$ cat src/hw/rtl/bll_pkg.sv
// shared types, constants and the log2 table for the binomial log loss unit
`timescale 1ns / 1ps
`default_nettype none
package bll_pkg;

  localparam int unsigned NumClassesDefault = 1024;
  localparam int unsigned ProbFracBits      = 16;
  localparam int unsigned NumW              = 40;
  localparam int unsigned DenW              = 32;
  localparam logic [15:0] Ln2Q16            = 16'd45426;

  typedef struct packed {
    logic busy;
    logic done;
  } div_sts_t;

  // log2(1 + k/16) in q1.16
  function automatic logic [16:0] log2_lut(input logic [4:0] k);
    logic [16:0] v;
    case (k)
      5'd0:    v = 17'd0;
      5'd1:    v = 17'd5732;
      5'd2:    v = 17'd11136;
      5'd3:    v = 17'd16248;
      5'd4:    v = 17'd21098;
      5'd5:    v = 17'd25711;
      5'd6:    v = 17'd30109;
      5'd7:    v = 17'd34312;
      5'd8:    v = 17'd38336;
      5'd9:    v = 17'd42196;
      5'd10:   v = 17'd45904;
      5'd11:   v = 17'd49472;
      5'd12:   v = 17'd52911;
      5'd13:   v = 17'd56229;
      5'd14:   v = 17'd59434;
      5'd15:   v = 17'd62534;
      5'd16:   v = 17'd65536;
      default: v = 17'd0;
    endcase
    return v;
  endfunction

endpackage
`default_nettype wire

$ cat src/hw/rtl/bll_div.sv
// restoring divider, one quotient bit per cycle
`timescale 1ns / 1ps
`default_nettype none
module bll_div (
  input  wire logic                        clk_i,
  input  wire logic                        rst_ni,
  input  wire logic                        start_i,
  input  wire logic [bll_pkg::NumW-1:0]    num_i,
  input  wire logic [bll_pkg::DenW-1:0]    den_i,
  output bll_pkg::div_sts_t                sts_o,
  output logic      [bll_pkg::NumW-1:0]    quo_o
);

  localparam int unsigned CntW = $clog2(bll_pkg::NumW + 1);

  logic [bll_pkg::NumW-1:0] quo_q;
  logic [bll_pkg::DenW-1:0] rem_q, den_q;
  logic [CntW-1:0]          cnt_q;
  logic                     busy_q, done_q;
  logic [bll_pkg::DenW:0]   rem_sh, rem_sub;

  assign rem_sh  = {rem_q, quo_q[bll_pkg::NumW-1]};
  assign rem_sub = rem_sh - {1'b0, den_q};

  always_ff @(posedge clk_i or negedge rst_ni) begin
    if (!rst_ni) begin
      busy_q <= 1'b0;
      done_q <= 1'b0;
      cnt_q  <= '0;
    end else begin
      done_q <= 1'b0;
      if (start_i) begin
        busy_q <= 1'b1;
        cnt_q  <= CntW'(bll_pkg::NumW);
      end else if (busy_q) begin
        cnt_q <= cnt_q - 1'b1;
        if (cnt_q == CntW'(1)) begin
          busy_q <= 1'b0;
          done_q <= 1'b1;
        end
      end
    end
  end

  always_ff @(posedge clk_i) begin
    if (start_i) begin
      quo_q <= num_i;
      den_q <= den_i;
      rem_q <= '0;
    end else if (busy_q) begin
      if (!rem_sub[bll_pkg::DenW]) begin
        rem_q <= rem_sub[bll_pkg::DenW-1:0];
        quo_q <= {quo_q[bll_pkg::NumW-2:0], 1'b1};
      end else begin
        rem_q <= rem_sh[bll_pkg::DenW-1:0];
        quo_q <= {quo_q[bll_pkg::NumW-2:0], 1'b0};
      end
    end
  end

  assign sts_o = '{busy: busy_q, done: done_q};
  assign quo_o = quo_q;

endmodule
`default_nettype wire

$ cat src/hw/rtl/binomial_log_loss_unit.sv
// top level of the binomial log loss unit: forward loss and backward gradient
//
// channel   dir  group                  content
// s_axis    in   tdata/tlast            labels and probability, tlast = last of batch
// m_axis    out  tdata/tuser            mean loss and gradient, tuser = flags
// apb       in   psel..prdata           mode, log_floor, batch_size, top_grad
//
// one transaction at a time; s_axis_tready is high only while the sequencer is idle
// forward loss: accept, leading-one shift loop, table, interpolation multiply, ln2 multiply,
// accumulate, output; a batch's last also divides the loss sum by batch_size for the mean
// backward gradient: through the 40-step shared divider; a skipped sample goes to output,
// a skipped forward last through the divider; a result waits while the output register is full
// a finished result waits in the output register; the next transaction is taken meanwhile
// reset clears the accumulated loss and resets the config registers, the state and the output valid
`timescale 1ns / 1ps
`default_nettype none
module binomial_log_loss_unit #(
  parameter int unsigned NUM_CLASSES = bll_pkg::NumClassesDefault
) (
  input  wire logic        clk_i,
  input  wire logic        rst_ni,
  input  wire logic        s_axis_tvalid,
  output logic             s_axis_tready,
  input  wire logic [39:0] s_axis_tdata,  // category_label, completeness_label, prob
  input  wire logic        s_axis_tlast,
  output logic             m_axis_tvalid,
  input  wire logic        m_axis_tready,
  output logic      [55:0] m_axis_tdata,  // mean_loss, gradient
  output logic      [2:0]  m_axis_tuser,  // loss_valid, grad_written, inconsistent
  input  wire logic        psel,
  input  wire logic        penable,
  input  wire logic        pwrite,
  input  wire logic [3:0]  paddr,
  input  wire logic [31:0] pwdata,
  output logic      [31:0] prdata,
  output logic             pready
);

  typedef enum logic [1:0] {
    REG_MODE  = 2'd0,
    REG_FLOOR = 2'd1,
    REG_BS    = 2'd2,
    REG_TGRAD = 2'd3
  } reg_e;

  typedef enum logic [3:0] {
    S_IDLE, S_NORM, S_LUT, S_L2, S_LN, S_ACC, S_MULD, S_DIVGO, S_DIV, S_FIN, S_OUT
  } state_e;

  localparam int unsigned NW = bll_pkg::NumW;
  localparam int unsigned DW = bll_pkg::DenW;

  state_e state_q;
  logic        mode_q;
  logic [15:0] floor_q, bs_q;
  logic [23:0] tgrad_q;
  logic [NW-1:0] sum_q;

  logic [15:0] x_q;
  logic [3:0]  e_q;
  logic        last_q, cmp_q;
  logic [23:0] prod_q;
  logic [16:0] tab_q;
  logic [20:0] nl2_q, ln_q;
  logic [NW-1:0] num_q;
  logic [DW-1:0] den_q;
  logic [23:0] res_mean_q;
  logic [31:0] res_grad_q;
  logic        res_valid_q, res_wr_q, res_inc_q;
  logic        m_valid_q;
  logic [55:0] m_data_q;
  logic [2:0]  m_user_q;

  // accept-time decode
  logic [9:0]  in_cat, in_comp;
  logic [15:0] in_prob, p_cl, fl_eff;
  logic        in_active, in_cmp, in_inc;
  logic [15:0] bs_eff;

  assign in_cat   = s_axis_tdata[9:0];
  assign in_comp  = s_axis_tdata[19:10];
  assign in_prob  = s_axis_tdata[35:20];
  assign fl_eff   = (floor_q == 16'd0) ? 16'd1 : floor_q;
  assign p_cl     = (in_prob < fl_eff) ? fl_eff : in_prob;
  assign in_active = (in_cat != 10'd0) && (32'(in_cat) < 32'(NUM_CLASSES));
  assign in_cmp   = in_active && (in_comp == in_cat);
  assign in_inc   = in_active && (in_comp == 10'd0);
  assign bs_eff   = (bs_q == 16'd0) ? 16'd1 : bs_q;

  // log datapath
  logic [16:0] t0, t1;
  logic [12:0] diff;
  logic [20:0] l2;
  logic [36:0] ln_prod;
  logic [NW:0] sum_add;
  logic [NW-1:0] sum_d;
  assign t0      = bll_pkg::log2_lut({1'b0, x_q[14:11]});
  assign t1      = bll_pkg::log2_lut(5'({1'b0, x_q[14:11]}) + 5'd1);
  assign diff    = 13'(t1 - t0);
  assign l2      = {1'b0, e_q, 16'd0} + 21'(tab_q) + 21'(prod_q[23:11]);
  assign ln_prod = 37'(nl2_q) * 37'(bll_pkg::Ln2Q16) + 37'd32768;
  assign sum_add = {1'b0, sum_q} + (NW+1)'(ln_q);
  assign sum_d   = sum_add[NW] ? {NW{1'b1}} : sum_add[NW-1:0];

  // gradient sign and magnitude of top_grad
  logic        tneg;
  logic [23:0] tmag;
  assign tneg = tgrad_q[23];
  assign tmag = tneg ? 24'(25'h1000000 - {1'b0, tgrad_q}) : tgrad_q;

  // divider
  logic              div_start;
  bll_pkg::div_sts_t div_sts;
  logic [NW-1:0]     quo;
  assign div_start = (state_q == S_DIVGO);

  bll_div u_div (
    .clk_i   (clk_i),
    .rst_ni  (rst_ni),
    .start_i (div_start),
    .num_i   (num_q),
    .den_i   (den_q),
    .sts_o   (div_sts),
    .quo_o   (quo)
  );

  logic [31:0] mag_n, mag_p;
  logic        g_neg;
  assign mag_n = ((|quo[NW-1:32]) || (quo[31:0] > 32'h8000_0000)) ? 32'h8000_0000 : quo[31:0];
  assign mag_p = (|quo[NW-1:31]) ? 32'h7FFF_FFFF : quo[31:0];
  assign g_neg = cmp_q ? !tneg : tneg;

  logic cfg_wr;
  assign cfg_wr = psel && penable && pwrite && pready;
  assign pready = 1'b1;

  always_comb begin
    unique case (reg_e'(paddr[3:2]))
      REG_MODE:  prdata = {31'd0, mode_q};
      REG_FLOOR: prdata = {16'd0, floor_q};
      REG_BS:    prdata = {16'd0, bs_q};
      REG_TGRAD: prdata = {8'd0, tgrad_q};
      default:   prdata = '0;
    endcase
  end

  always_ff @(posedge clk_i or negedge rst_ni) begin
    if (!rst_ni) begin
      mode_q  <= 1'b0;
      floor_q <= 16'd1;
      bs_q    <= 16'd1;
      tgrad_q <= 24'd65536;
    end else if (cfg_wr) begin
      unique case (reg_e'(paddr[3:2]))
        REG_MODE:  mode_q  <= pwdata[0];
        REG_FLOOR: floor_q <= pwdata[15:0];
        REG_BS:    bs_q    <= pwdata[15:0];
        REG_TGRAD: tgrad_q <= pwdata[23:0];
        default:   ;
      endcase
    end
  end

  always_ff @(posedge clk_i or negedge rst_ni) begin
    if (!rst_ni) begin
      state_q   <= S_IDLE;
      sum_q     <= '0;
      m_valid_q <= 1'b0;
    end else begin
      if (m_valid_q && m_axis_tready && (state_q != S_OUT)) m_valid_q <= 1'b0;
      unique case (state_q)
        S_IDLE: begin
          if (s_axis_tvalid) begin
            if (in_cmp || in_inc) begin
              state_q <= mode_q ? S_MULD : S_NORM;
            end else if (!mode_q && s_axis_tlast) begin
              state_q <= S_DIVGO;
            end else begin
              state_q <= S_OUT;
            end
          end
        end
        S_NORM:  if (x_q[15]) state_q <= S_LUT;
        S_LUT:   state_q <= S_L2;
        S_L2:    state_q <= S_LN;
        S_LN:    state_q <= S_ACC;
        S_ACC: begin
          sum_q   <= sum_d;
          state_q <= last_q ? S_DIVGO : S_OUT;
        end
        S_MULD:  state_q <= S_DIVGO;
        S_DIVGO: state_q <= S_DIV;
        S_DIV:   if (div_sts.done) state_q <= S_FIN;
        S_FIN: begin
          if (!mode_q) sum_q <= '0;
          state_q <= S_OUT;
        end
        S_OUT: begin
          if (!m_valid_q || m_axis_tready) begin
            m_valid_q <= 1'b1;
            state_q   <= S_IDLE;
          end
        end
        default: state_q <= S_IDLE;
      endcase
    end
  end

  always_ff @(posedge clk_i) begin
    unique case (state_q)
      S_IDLE: begin
        if (s_axis_tvalid) begin
          x_q         <= in_cmp ? p_cl : 16'(17'h10000 - {1'b0, p_cl});
          e_q         <= 4'd15;
          last_q      <= s_axis_tlast;
          cmp_q       <= in_cmp;
          num_q       <= sum_q;
          den_q       <= DW'(bs_eff);
          res_mean_q  <= '0;
          res_valid_q <= 1'b0;
          res_grad_q  <= '0;
          res_wr_q    <= 1'b0;
          res_inc_q   <= in_active && !in_cmp && !in_inc;
        end
      end
      S_NORM: begin
        if (!x_q[15]) begin
          x_q <= {x_q[14:0], 1'b0};
          e_q <= e_q - 4'd1;
        end
      end
      S_LUT: begin
        prod_q <= 24'(diff) * 24'(x_q[10:0]);
        tab_q  <= t0;
      end
      S_L2:  nl2_q <= 21'h100000 - l2;
      S_LN:  ln_q  <= ln_prod[36:16];
      S_ACC: begin
        num_q <= sum_d;
        den_q <= DW'(bs_eff);
      end
      S_MULD: begin
        num_q <= {tmag, 16'd0};
        den_q <= DW'(bs_eff) * DW'(x_q);
      end
      S_FIN: begin
        if (!mode_q) begin
          res_mean_q  <= (|quo[NW-1:24]) ? 24'hFF_FFFF : quo[23:0];
          res_valid_q <= 1'b1;
        end else begin
          res_grad_q <= g_neg ? (32'd0 - mag_n) : mag_p;
          res_wr_q   <= 1'b1;
        end
      end
      S_OUT: begin
        if (!m_valid_q || m_axis_tready) begin
          m_data_q <= {res_grad_q, res_mean_q};
          m_user_q <= {res_inc_q, res_wr_q, res_valid_q};
        end
      end
      default: ;
    endcase
  end

  assign s_axis_tready = (state_q == S_IDLE);
  assign m_axis_tvalid = m_valid_q;
  assign m_axis_tdata  = m_data_q;
  assign m_axis_tuser  = m_user_q;

  a_flags_excl: assert property (@(posedge clk_i) disable iff (!rst_ni)
    m_axis_tvalid |-> !(m_axis_tuser[0] && m_axis_tuser[1]))
    else $error("loss and gradient flagged together");

  a_wr_cons: assert property (@(posedge clk_i) disable iff (!rst_ni)
    m_axis_tvalid && m_axis_tuser[1] |-> !m_axis_tuser[2])
    else $error("gradient on inconsistent sample");

  a_sum_clr: assert property (@(posedge clk_i) disable iff (!rst_ni)
    (state_q == S_FIN) && !mode_q |=> (sum_q == '0))
    else $error("loss sum not cleared after batch");

  a_div_done: assert property (@(posedge clk_i) disable iff (!rst_ni)
    div_sts.done |-> (state_q == S_DIV) && !div_sts.busy)
    else $error("divider finished outside its wait state");

endmodule
`default_nettype wire

$ cat config.mk
export PLATFORM = sky130hd
export DESIGN_NAME = binomial_log_loss_unit
export DESIGN_NICKNAME = d
export VERILOG_FILES = /design/src/hw/rtl/bll_pkg.sv /design/src/hw/rtl/bll_div.sv /design/src/hw/rtl/binomial_log_loss_unit.sv
export SDC_FILE = /design/constraint.sdc
export NUM_CORES = 2
export LEC_CHECK = 0
export ABC_CLOCK_PERIOD_IN_PS = 8100
export BUFFER_PORTS_ARGS = -buffer_cell sky130_fd_sc_hd__clkbuf_2
export CORE_MARGIN = 2
export CORE_UTILIZATION = 55
export DETAILED_ROUTE_END_ITERATION = 8
export GPL_ROUTABILITY_DRIVEN = 0
export PLACE_DENSITY_LB_ADDON = 0.12
export SYNTH_ARGS = -nofsm -noshare
export SYNTH_HDL_FRONTEND = slang
export SYNTH_HIERARCHICAL = 1
export SYNTH_SLANG_ARGS = --single-unit
$ cat constraint.sdc
create_clock -name clk_i -period 8.1 [get_ports clk_i]
set_clock_uncertainty 0.2 [all_clocks]
set_input_delay 1.62 -clock clk_i [delete_from_list [all_inputs] [get_ports clk_i]]
set_output_delay 1.62 -clock clk_i [all_outputs]
set_load 0.005 [all_outputs]
==> results.txt <==
status -> complete, but fails checks
failing checks -> negative setup slack
Setup crit end kind -> flip-flop
clk sinks -> 513
Storage cell area -> 14380 um2
final hold vios -> 0
Ys Warns -> 6
Detail Route Antenna Nets -> 0
Synth Cell Area -> 46200 um2
max-cap violations -> 0
clk buf depth -> 3
final cell count without fillers -> 6012
Initial DRT Pass Iterations -> 6
Ports -> 178
Final setup viols -> 3
clock latency on the worst-skew pair -> 660 ps
Rows -> 106
Total GRT Usage -> 26.04%
initial antenna violation count -> 16
Starting Density -> 55.38%
Crit path top cell by count -> fa_1
pre-CTS setup slack -> -312.7 ps
CTS buffer count -> 57
clock root buffer -> clkbuf_16
Finished Cell Area -> 51370 um2
slowest stage delay, CP -> 560 ps
largest net degree at the start of global routing -> 77
slowest library cell on the worst path -> fa_1
crit path time final -> 8140 ps
Synth Instances -> 4691
Hold Path Depth -> 0
Worst Path Arrival -> 8300 ps
critical-path maximum fanout -> 4
crit path launch type -> flip-flop
CP required -> 8260 ps
worst setup margin -> -40.39 ps
depth of the most critical reg-to-reg path -> 38
Final Net Count -> 5807
post-synthesis area per instance -> 9.848 um2
Inst Count DP -> 5871
DP Wirelength -> 84850 um
placed inst area -> 48770 um2
hold-fix buffers at CTS -> 0
Slew @ Worst Pin -> 1303 ps
Worst-path clk slew -> 60 ps
area of the multi-input gates -> 29140 um2
routed vias/inst -> 5.603
DRC -> 0
grt total ovfl -> 0
CP Class -> reg2reg
CORE AREA -> 83420 um2
crit share post-route -> 100.5%
number of global-route vias before repair -> 33120
initial drt markers -> 2782
share of layout cells above drive strength 1 -> 13.77%
Slew Limit Headroom -> 12.96%
Syn-to-layout area delta -> 11.19%
fill cell count -> 6922
global-route wire length before repair -> 179700 um
final wirelength -> 110400 um
drt wl/cell -> 18.37 um
Die ar. -> 86330 um2
chip width -> 293.8 um
chip height -> 293.8 um
Slew Limit Fails -> 0
port bufs -> 154
HP Class -> reg2reg
via count -> 33690
fmax -> 122.8 MHz
CTS tree -> yes
# H-tree levels -> 2
RSZ-0062 raised after global routing -> yes
[path summary, 6_finish.rpt]
path	startpoint	to	slack [ps]
max	x_q[11]	prod_q[23]	-40
min	t0[15]	tab_q[15]	210
max reg2reg	x_q[11]	prod_q[23]	-40
min reg2reg	t0[15]	tab_q[15]	210
max in group asynchronous	rst_ni	bs_q[10]	5480
min in group asynchronous	rst_ni	tgrad_q[23]	850
[per-layer routing]
layer  GRT usage, %  part of all wire, %
met1          38.05                   46
met2          41.32                   45
met3          3.852                  6.3
met4          5.426                  1.8
met5              0                0.095
[repair_timing]
action                     in CTS  in global routing
gates cloned                    0                  0
resized for setup              47                 54
setup buffers                  11                 16
pin swaps                      21                 76
setup endpoints to repair       6                  9
[registers in the layout, indices dropped and copies added (netlist names), 3 cells and up]
| name | count |
|---|---|
| tab_q | 16 |
| bs_q | 16 |
| den_q | 32 |
| floor_q | 16 |
| u_div/quo_o | 40 |
| x_q | 16 |
| state_q | 4 |
| u_div/cnt_q | 6 |
| sum_q | 40 |
| num_q | 40 |
| nl2_q | 21 |
| res_mean_q | 24 |
| t0 | 16 |
| u_div/rem_q | 32 |
| m_axis_tdata | 56 |
| u_div/den_q | 32 |
| prod_q | 13 |
| m_axis_tuser | 3 |
| e_q | 4 |
| tgrad_q | 24 |
| ln_q | 21 |
| res_grad_q | 32 |
[cell type report]
class / count / area share [%]
multi-input combinational: 3341 / 56.73
timing repair buffer: 331 / 4.197
inverter: 633 / 4.635
sequential: 513 / 27.99
clock buffer: 81 / 3.108
clock inverter: 26 / 0.6723
antenna: 7 / 0.03410
tap: 1080 / 2.631
[cells in the final DEF, fill, tap and decap left out, drive strengths merged, types with 12 or more instances in the layout]
| master | n |
|---|---|
| nor3 | 81 |
| dfrtp | 107 |
| a211oi | 20 |
| o21ai | 205 |
| or3 | 22 |
| mux2 | 115 |
| o21a | 33 |
| o211ai | 34 |
| clkinv | 17 |
| nand3 | 59 |
| fa | 398 |
| xnor2 | 114 |
| inv | 637 |
| buf | 178 |
| xor2 | 81 |
| nor2b | 50 |
| and2 | 164 |
| dfxtp | 48 |
| ha | 448 |
| nor2 | 287 |
| clkbuf | 234 |
| a21o | 87 |
| a31oi | 31 |
| edfxtp | 355 |
| mux2i | 25 |
| nor4 | 29 |
| a311oi | 28 |
| or2 | 12 |
| and3 | 29 |
| nand2 | 517 |
| nand4 | 19 |
| a22o | 19 |
| o21bai | 13 |
| nand3b | 16 |
| a21oi | 183 |
| a21boi | 12 |
| nand2b | 44 |
| o31ai | 21 |
[critical path, delay by kind of cell, from the launching register on]
kind	cells	cell delay, ps
XOR/XNOR	3	490
adder cells (fa/ha/maj)	8	3260
AO/OA/AOI/OAI	16	2570
flip-flops	1	420
buffers and inverters	6	530
AND/OR/NAND/NOR	5	400
[through the flow]
stage	setup TNS [ps]	hold slack, ps	utilization [%]
finish	-74.14	210.0	61.57
global placement	-938.7	188.8	58.46
CTS	0	208.7	61.16
floorplan	0	185.5	-
detailed placement	-1191	195.3	58.46
global route	-2252	219.9	61.57
Power is not shown: default switching activity piles up to over one toggle a cycle in this logic, so the estimate is an artifact.
